===== src/window_mode_filter_assert.svh =====
// Assertion shorthands for the mode filter; clocked on clk, held off during reset.
`ifndef WINDOW_MODE_FILTER_ASSERT_SVH
`define WINDOW_MODE_FILTER_ASSERT_SVH

// same-cycle implication
`define WMF_ASSERT(lbl, ante, cons, msg) \
    lbl: assert property (@(posedge clk) disable iff (!rst_n) (ante) |-> (cons)) \
        else $error(msg);

// next-cycle implication
`define WMF_ASSERT_NEXT(lbl, ante, cons, msg) \
    lbl: assert property (@(posedge clk) disable iff (!rst_n) (ante) |=> (cons)) \
        else $error(msg);

`endif


===== src/wmf_pkg.sv =====
`default_nettype none

package wmf_pkg;

    localparam int WINDOW          = 10;
    localparam int SAMPLE_BITS     = 16;
    localparam int SLOT_W          = (WINDOW > 1) ? $clog2(WINDOW) : 1;
    localparam int CNT_W           = $clog2(WINDOW + 1);
    localparam int VALUE_W         = 16;
    localparam int COUNT_FIELD_W   = 4;
    localparam int COUNT_FIELD_MAX = 15;
    localparam int OUT_DATA_W      = ((VALUE_W + COUNT_FIELD_W + 7) / 8) * 8;

    typedef logic [SAMPLE_BITS-1:0] sample_t;
    typedef logic [CNT_W-1:0]       count_t;
    typedef logic [SLOT_W-1:0]      slot_t;

    localparam slot_t LAST_SLOT = slot_t'(WINDOW - 1);

    typedef struct packed {
        logic load;
        logic count_en;
    } cell_ctrl_t;

    typedef struct packed {
        sample_t value;
        count_t  count;
    } best_t;

endpackage

`default_nettype wire


===== src/wmf_cell.sv =====
`default_nettype none

// One window slot: holds its sample, counts matches as the stored samples
// rotate past, then takes part in the ripple that picks the winner.
module wmf_cell (
    input  wire logic                clk,
    input  wire logic                rst_n,
    input  wire wmf_pkg::cell_ctrl_t ctrl,
    input  wire logic                write_hit,
    input  wire wmf_pkg::sample_t    sample,
    input  wire wmf_pkg::sample_t    trav_in,
    output wmf_pkg::sample_t         trav_out,
    input  wire wmf_pkg::best_t      best_in,
    output wmf_pkg::best_t           best_out
);

    wmf_pkg::sample_t value_reg;
    wmf_pkg::sample_t trav_reg;
    wmf_pkg::count_t  cnt_reg;
    wmf_pkg::best_t   best_reg;
    wmf_pkg::best_t   best_next;

    always_ff @(posedge clk or negedge rst_n)
    begin
        if (!rst_n)
        begin
            value_reg <= '0;
        end
        else if (ctrl.load && write_hit)
        begin
            value_reg <= sample;
        end
    end

    always_ff @(posedge clk)
    begin
        if (ctrl.load)
        begin
            // the freshly written word starts its own lap
            trav_reg <= write_hit ? sample : value_reg;
            cnt_reg  <= '0;
        end
        else if (ctrl.count_en)
        begin
            trav_reg <= trav_in;
            if (value_reg == trav_reg)
            begin
                cnt_reg <= cnt_reg + 1'b1;
            end
        end
    end

    // strict compare: an equal count further up the chain loses to the lower slot
    always_comb
    begin
        if (cnt_reg > best_in.count)
        begin
            best_next.value = value_reg;
            best_next.count = cnt_reg;
        end
        else
        begin
            best_next = best_in;
        end
    end

    always_ff @(posedge clk)
    begin
        best_reg <= best_next;
    end

    assign trav_out = trav_reg;
    assign best_out = best_reg;

endmodule

`default_nettype wire


===== src/window_mode_filter.sv =====
`default_nettype none

// Sliding-window mode filter. Each 16-bit sample on the slave stream overwrites
// the oldest of WINDOW slots (all zero after reset); one word then leaves on the
// master stream with the most frequent value in the window and how many slots
// hold it, the lowest slot winning a tie, the count saturating at 15. The edge
// that accepts a sample writes it into its slot; in S_COUNT the stored samples
// then rotate once round the chain of slot cells so each cell counts its
// matches, in S_SCAN the best count ripples down the chain, and S_OUT registers
// the result. A new sample is taken only in S_IDLE, so not before that.
// The next sample is taken as soon as the result is registered, even while that
// result still waits on m_tready; a result that finds the previous one still
// waiting holds the block until m_tready takes it.
module window_mode_filter (
    input  wire logic                            clk,
    input  wire logic                            rst_n,
    input  wire logic                            s_tvalid,
    output logic                                 s_tready,
    input  wire logic [15:0]                     s_tdata,  // [15:0] sample
    output logic                                 m_tvalid,
    input  wire logic                            m_tready,
    output logic [wmf_pkg::OUT_DATA_W-1:0]       m_tdata   // [15:0] mode_value,
                                                           // [19:16] mode_count
);

    typedef enum logic [1:0] {
        S_IDLE,
        S_COUNT,
        S_SCAN,
        S_OUT
    } state_t;

    state_t                          state_reg;
    wmf_pkg::slot_t                  phase_reg;
    wmf_pkg::slot_t                  write_slot_reg;
    logic                            m_tvalid_reg;
    logic [wmf_pkg::OUT_DATA_W-1:0]  m_tdata_reg;

    wmf_pkg::cell_ctrl_t             ctrl;
    wmf_pkg::sample_t                sample;
    wmf_pkg::sample_t                trav_w [wmf_pkg::WINDOW];
    wmf_pkg::best_t                  best_w [wmf_pkg::WINDOW];
    wmf_pkg::best_t                  best_none;
    wmf_pkg::best_t                  winner;
    logic [wmf_pkg::COUNT_FIELD_W-1:0] count_sat;
    logic                            accept;
    logic                            out_free;

    assign s_tready = (state_reg == S_IDLE);
    assign accept   = s_tvalid && s_tready;
    assign out_free = !m_tvalid_reg || m_tready;
    assign sample   = wmf_pkg::sample_t'(s_tdata);

    assign ctrl.load     = accept;
    assign ctrl.count_en = (state_reg == S_COUNT);

    assign best_none = '0;

    for (genvar k = 0; k < wmf_pkg::WINDOW; k++)
    begin : g_cell
        wmf_cell u_cell (
            .clk       (clk),
            .rst_n     (rst_n),
            .ctrl      (ctrl),
            .write_hit (write_slot_reg == wmf_pkg::slot_t'(k)),
            .sample    (sample),
            .trav_in   (trav_w[(k + wmf_pkg::WINDOW - 1) % wmf_pkg::WINDOW]),
            .trav_out  (trav_w[k]),
            .best_in   ((k == 0) ? best_none : best_w[(k == 0) ? 0 : k - 1]),
            .best_out  (best_w[k])
        );
    end

    assign winner = best_w[wmf_pkg::WINDOW - 1];

    always_comb
    begin
        if (int'(winner.count) > wmf_pkg::COUNT_FIELD_MAX)
        begin
            count_sat = wmf_pkg::COUNT_FIELD_W'(wmf_pkg::COUNT_FIELD_MAX);
        end
        else
        begin
            count_sat = wmf_pkg::COUNT_FIELD_W'(winner.count);
        end
    end

    always_ff @(posedge clk or negedge rst_n)
    begin
        if (!rst_n)
        begin
            state_reg      <= S_IDLE;
            phase_reg      <= '0;
            write_slot_reg <= '0;
            m_tvalid_reg   <= 1'b0;
            m_tdata_reg    <= '0;
        end
        else
        begin
            // in S_OUT a taken word is replaced by the new one below
            if (m_tvalid_reg && m_tready && state_reg != S_OUT)
            begin
                m_tvalid_reg <= 1'b0;
            end

            case (state_reg)
                S_IDLE:
                begin
                    if (accept)
                    begin
                        state_reg      <= S_COUNT;
                        phase_reg      <= '0;
                        write_slot_reg <= (write_slot_reg == wmf_pkg::LAST_SLOT)
                                          ? '0 : write_slot_reg + 1'b1;
                    end
                end
                S_COUNT:
                begin
                    if (phase_reg == wmf_pkg::LAST_SLOT)
                    begin
                        state_reg <= S_SCAN;
                        phase_reg <= '0;
                    end
                    else
                    begin
                        phase_reg <= phase_reg + 1'b1;
                    end
                end
                S_SCAN:
                begin
                    if (phase_reg == wmf_pkg::LAST_SLOT)
                    begin
                        state_reg <= S_OUT;
                        phase_reg <= '0;
                    end
                    else
                    begin
                        phase_reg <= phase_reg + 1'b1;
                    end
                end
                S_OUT:
                begin
                    if (out_free)
                    begin
                        m_tvalid_reg <= 1'b1;
                        m_tdata_reg  <= wmf_pkg::OUT_DATA_W'({count_sat,
                                        wmf_pkg::VALUE_W'(winner.value)});
                        state_reg    <= S_IDLE;
                    end
                end
                default:
                begin
                    state_reg <= S_IDLE;
                end
            endcase
        end
    end

    assign m_tvalid = m_tvalid_reg;
    assign m_tdata  = m_tdata_reg;

`include "window_mode_filter_assert.svh"

    `WMF_ASSERT_NEXT(a_accept_starts_count, accept,
        state_reg == S_COUNT && phase_reg == '0,
        "accepted word did not start the count lap")
    `WMF_ASSERT_NEXT(a_slot_advance, accept,
        write_slot_reg == (($past(write_slot_reg) == wmf_pkg::LAST_SLOT)
                           ? '0 : $past(write_slot_reg) + 1'b1),
        "write slot did not advance")
    `WMF_ASSERT(a_slot_range, 1'b1, write_slot_reg <= wmf_pkg::LAST_SLOT,
        "write slot beyond window")
    `WMF_ASSERT(a_count_nonzero, m_tvalid_reg,
        m_tdata_reg[wmf_pkg::VALUE_W +: wmf_pkg::COUNT_FIELD_W] != '0,
        "result word with zero count")

endmodule

`default_nettype wire

===== config.mk =====
export PLATFORM = sky130hd
export DESIGN_NAME = window_mode_filter
export DESIGN_NICKNAME = d
export VERILOG_FILES = /design/src/wmf_pkg.sv /design/src/wmf_cell.sv /design/src/window_mode_filter.sv
export VERILOG_INCLUDE_DIRS = /design/src /design/src/src
export SDC_FILE = /design/constraint.sdc
export NUM_CORES = 1
export LEC_CHECK = 0
export BUFFER_PORTS_ARGS = -buffer_cell sky130_fd_sc_hd__buf_2
export CAP_MARGIN = 20
export CORE_ASPECT_RATIO = 1.1
export CORE_MARGIN = 2
export CORE_UTILIZATION = 60
export CTS_CLUSTER_DIAMETER = 40
export DETAILED_ROUTE_END_ITERATION = 8
export HOLD_SLACK_MARGIN = 0.12
export PLACE_DENSITY = 0.77
export SKIP_CTS_REPAIR_TIMING = 1
export SLEW_MARGIN = 20
export SYNTH_ARGS = -nofsm -noshare
export SYNTH_HDL_FRONTEND = slang
export SYNTH_SLANG_ARGS = --single-unit

===== constraint.sdc =====
create_clock -name clk -period 8.2 [get_ports clk]
set_clock_uncertainty 0.05 [all_clocks]
set_input_delay 0.41 -clock clk [delete_from_list [all_inputs] [get_ports clk]]
set_output_delay 0.41 -clock clk [all_outputs]
set_load 0.02 [all_outputs]

### Word level (Yosys, flattened, before mapping)

Cells that the tools add are included.

| word-level totals | value |
|---|---|
| flip-flop bits (word level) | 591 |
| bits of input ports | 20 |
| output and inout bits | 26 |

| operators by class | value |
|---|---|
| add/sub/neg operators | 12 |
| order comparisons | 10 |
| equal/unequal tests | 28 |
| multiplexer cells | 51 |
| reduce and logical (&&, ||, !) cells | 34 |

Operators by type and width:

| cell | count |
|---|---|
| two-way mux 16 bit | 30 |
| two-way mux 20 bit | 9 |
| equality test 16 bit | 10 |
| adder 4 x 1 -> 4 bit (second input constant) | 12 |
| greater-than comparator 4 bit | 9 |
| AND reduction 2 bit | 13 |
| equality test 4 x 3 -> 1 bit (second input constant) | 4 |
| logical AND 1 bit | 13 |
| equality test 4 bit (second input constant) | 3 |
| two-way mux 4 bit | 3 |
| equality test 4 x 2 -> 1 bit (second input constant) | 2 |
| two-way mux 2 bit | 4 |
| one-hot mux 2 bit (4 select lines) | 1 |
| one-hot mux 4 bit (2 select lines) | 1 |
| inequality test 2 bit (second input constant) | 3 |
| equality test 2 bit (second input constant) | 2 |
| equality test 4 x 1 -> 1 bit (second input constant) | 1 |
| greater-than comparator 4 x 1 -> 1 bit (second input constant) | 1 |
| zero test 4 bit | 1 |
| inequality test 2 x 1 -> 1 bit (second input constant) | 2 |
| AND reduction 4 bit | 1 |
| nonzero test 2 bit | 2 |
| two-way mux 1 bit | 3 |
| equality test 2 x 1 -> 1 bit (second input constant) | 1 |
| 4 further kinds | 4 |

### Longest topological paths before layout

| depth | value |
|---|---|
| depth in word-level cells | 5 |
| mapped depth | 9 |

### Cells and area by module

Synthesis repeated with hierarchy kept, for this count alone.

| unflattened totals | value |
|---|---|
| cells, all modules | 2,163 |
| area, all modules | 26,449.1 um^2 |

By module, submodules not included:

| module | instances | cells each | area an instance (um^2) | sequential area each (um^2) |
|---|---|---|---|---|
| wmf_cell | 10 | 203 | 2,491.1 | 1,361.3 |
| window_mode_filter | 1 | 133 | 1,537.7 | 775.7 |

### Least setup slack after synthesis

No wires, ideal clock.

| timing | value |
|---|---|
| path kind | register -> register |
| start point | register state_reg[0] |
| end point | register g_cell[0].u_cell.trav_reg[0], enable pin |
| setup time | 0.548 ns |
| data arrival time | 5.204 ns |
| required time | 7.602 ns |
| setup slack | 2.397 ns |
| stages on the path, launching flop included | 8 |
| cells stage by stage | dfrtp_1 inv_1 ha_1 nand2_1 buf_2 buf_2 buf_2 nand2b_1 |

| between the ends | value |
|---|---|
| word-level cells in the longest chain between the ends | 3 |

RTL lines:

| what | line | RTL |
|---|---|---|
| from (decl) | window_mode_filter.sv:33 | `state_t state_reg;` |
| from (signal assigned) | window_mode_filter.sv:92 | `state_reg <= S_IDLE;` |
| from (signal assigned) | window_mode_filter.sv:111 | `state_reg <= S_COUNT;` |
| from (signal assigned) | window_mode_filter.sv:121 | `state_reg <= S_SCAN;` |
| zero test 2 bit | window_mode_filter.sv:49 | `assign s_tready = (state_reg == S_IDLE);` |
| net s_tready | window_mode_filter.sv:18 | `output logic s_tready,` |
| logical AND 1 bit | window_mode_filter.sv:50 | `assign accept = s_tvalid && s_tready;` |
| nonzero test 2 bit (no source line) | - |  |
| to (signal assigned) | wmf_cell.sv:40 | `trav_reg <= write_hit ? sample : value_reg;` |
| to (signal assigned) | wmf_cell.sv:45 | `trav_reg <= trav_in;` |
| to (decl) | wmf_cell.sv:18 | `wmf_pkg::sample_t trav_reg;` |

The timed path passes the listed nets, and every way through them passes these cells.
A chain may end at the register's enable or synchronous reset.

### Worst setup path in the final report

| timing | value |
|---|---|
| start point | register state_reg[0] |
| end point | register g_cell[6].u_cell.trav_reg[9], data pin |

| between the ends | value |
|---|---|
| word-level cells in the longest chain between the ends | 3 |

RTL lines:

| what | line | RTL |
|---|---|---|
| zero test 2 bit | window_mode_filter.sv:49 |  |
| logical AND 1 bit | window_mode_filter.sv:50 |  |
| two-way mux 16 bit | wmf_cell.sv:37 | `if (ctrl.load)` |
| to (signal assigned) | wmf_cell.sv:40 |  |
| to (signal assigned) | wmf_cell.sv:45 |  |
| to (decl) | wmf_cell.sv:18 |  |

No other way between the ends.

==> results.tsv <==
metric	value	unit
status	complete, no violations	
pwr-share-seq	43.3	%
crit_required	8430	ps
nets	2241	
worst_pin_slew	1090	ps
fp.dieH	224	um
antenna_found_initial	7	
arrival	3520	ps
clock_sinks	591	
rr_worst_depth	6	
cts_buffers	69	
synthCells	2171	
gp_congestion	0.779	
post-route-period-util	40.1	%
reg2reg_from	state_reg[0]	
first_pass_iters	5	
async_flop_share	32.3	%
setup_violations	0	
avgSynthCellArea	12.2	um2
grt_max_degree	112	
ys_warn_count	0	
vias	15934	
ys.flop_type	dfxtp_1	
r2r_slack	4910	ps
ys_top_cells_by_count	mux2_2 (361), dfxtp_1 (240), o21ai_0 (196)	
die_x	204	um
critPathMaxFanout	111	
period_needed	3290	ps
largest_reg_flops	200	
fill_cells	3178	
clkTransAtPathRegs	60	ps
critPathMaxStageDelay	910	ps
syn_area	26400	um2
p_leak	12.5	nW
htreeDepth	3	
wl_per_cell	19.7	um
grt_pass1_wl	88700	um
crit_top_cell	buf_4	
worst_slew_margin_rel	27.4	%
critPathCapture	g_cell[6].u_cell.trav_out[9]	
final_area	29200	um2
timing.fmax	0.304	GHz
cts_tree	yes	
internal_power	7.94	mW
met2WireLength	27900	um
timing.setup.tns	0	ps
clk_latency	590	ps
dpl_cell_area	26900	um2
hpwlAfterDp	37500	um
ys_ff_latch	591	
grtUsageTotal	24.7	%
place_ws	4960	ps
drv_cap	0	
ys_top_cells_by_area	dfxtp_1 (18%), edfxtp_1 (18%), dfrtp_1 (18%)	
start_util	60.8	%
rsz0062_at_grt	false	
peakVddDrop	0.241	mV
yosysTopAreaCellShare	18.2	%
cp_slowest_cell	buf_4	
area_delta_synth_final	10.6	%
power_frac_comb	32.3	%
drc	0	
timing.final.ws_setup	4910	ps
synth_edf_count	160	
hold_viol_final	0	
postLayoutCoreUtil	67.2	%
power_density	417	nW/um2
overflow	0	
cts_root_buf	clkbuf_16	
ys_types	40	
drv_slew	0	
crit_path_cell_trace	inv_1 > ha_1 > nand2_4 > buf_4 > buf_4 > o21ai_0	
num_io_pins	46	
core-area	43400	um2
dp_cells	2670	
p_total	12.2	mW
clkPwrFrac	24.4	%
path_class	register to register	
grt_pass1_vias	16571	
sw_frac_of_total	34.7	%
worstReg2RegEnd	g_cell[6].u_cell.trav_out[9]	
fin_cells	2799	
totalWireLength	55100	um
rows	80	
port_buffers	41	
yosysTopAreaCell	dfxtp_1	
cts_buffer_depth	3	
dieArea	45700	um2
dr_wl_met3	1870	um
drt_iter0_drc	941	
drt-met1-wl	23900	um
hold_path_class	primary input to register	
ys_seq_area_share	54.5	%
crit_start	state_reg[0]	
p_switching	4.22	mW
endpoint_kind	register	
vias_per_cell	5.69	
hold_slack	81.9	ps
final_antenna_net_count	0	
top_layer_used	met4	
layout-drive-gt1-share	25.4	%
start_kind	register	
synth.most_common_cell	mux2_2	
-- layer usage --
metal	vias to the layer above	GRT usage, %
met1	7846	31.4
met4	0	8.98
met2	277	43.5
met5	-	0
li1	7729	-
met3	82	3.05
-- power groups by stage --
stage	logic, mW	registers [mW]	clock network, mW
finish	3.93	5.27	2.97
global placement	3.75	5.25	0
global route	4.34	5.40	3.13
detailed placement	3.89	5.29	0
floorplan	3.06	5.12	0
CTS	3.93	5.25	3.00
-- cell usage in the layout, fill, tap and decap left out, types with 18 or more instances in the layout --
cell       synthesis  final
o31ai_1           21     21
o21a_1            18     18
nor4_1            31     30
o21ai_0          196    187
dfrtp_1          191    191
nand3_1           52     52
buf_2             45     40
clkbuf_16          0     72
or4_1             20     20
mux2i_1          161    161
inv_1             53     53
clkbuf_1          66     21
nor2b_1           28     28
xor2_1           150    150
nand2_1          172    171
a21oi_1           42     42
edfxtp_1         160    160
dfxtp_1          240    240
mux2_2           361    361
ha_1              53     53
-- cell type report --
class / count / area (um2) / share of cell area [%]
Sequential cell: 591 / 14400 / 49.3
Multi-Input combinational cell: 1395 / 11300 / 38.8
Clock buffer: 98 / 1950 / 6.68
Tap cell: 574 / 718 / 2.46
Timing Repair Buffer: 58 / 344 / 1.18
Clock inverter: 29 / 272 / 0.930
Inverter: 53 / 199 / 0.681
Antenna cell: 1 / 2.50 / 0.00857
-- cell families (layout without fill, tap and decap cells) --
| family | after synthesis | count (layout) | synth area share [%] |
|---|---|---|---|
| AO/OA/AOI/OAI | 280 | 280 | 5.70 |
| XOR/XNOR | 162 | 162 | 5.37 |
| adder cells (fa/ha/maj) | 53 | 53 | 2.51 |
| buffers and inverters | 188 | 238 | 3.21 |
| flip-flops | 591 | 591 | 54.5 |
| multiplexers | 522 | 522 | 21.5 |
| other | 1 | 5 | 0.0142 |
| AND/OR/NAND/NOR | 374 | 374 | 7.17 |
-- worst max-delay path: cells and delay by family (launching register included) --
kind	cells	cell delay [ps]
AO/OA/AOI/OAI	1	260
AND/OR/NAND/NOR	1	120
buffers and inverters	3	1830
adder cells (fa/ha/maj)	1	290
flip-flops	1	380
-- how the worst min path moves through the flow --
| stage | from | end | slack (ps) | cells past startpoint |
|---|---|---|---|---|
| final | m_tready | m_tvalid | 80 | 3 |
| after global routing | m_tready | m_tvalid | 140 | 3 |
| after CTS | rst_n | phase_reg[0] | -170 | 1 |
| after detailed placement | g_cell[0].u_cell.cnt_reg[3] | g_cell[0].u_cell.best_out[3] | 340 | 0 |
| after global placement | g_cell[0].u_cell.cnt_reg[3] | g_cell[0].u_cell.best_out[3] | 330 | 0 |
| after floorplan | rst_n | g_cell[0].u_cell.value_reg[0] | 60 | 0 |
Note: power is estimated with default switching activity, not from simulation.
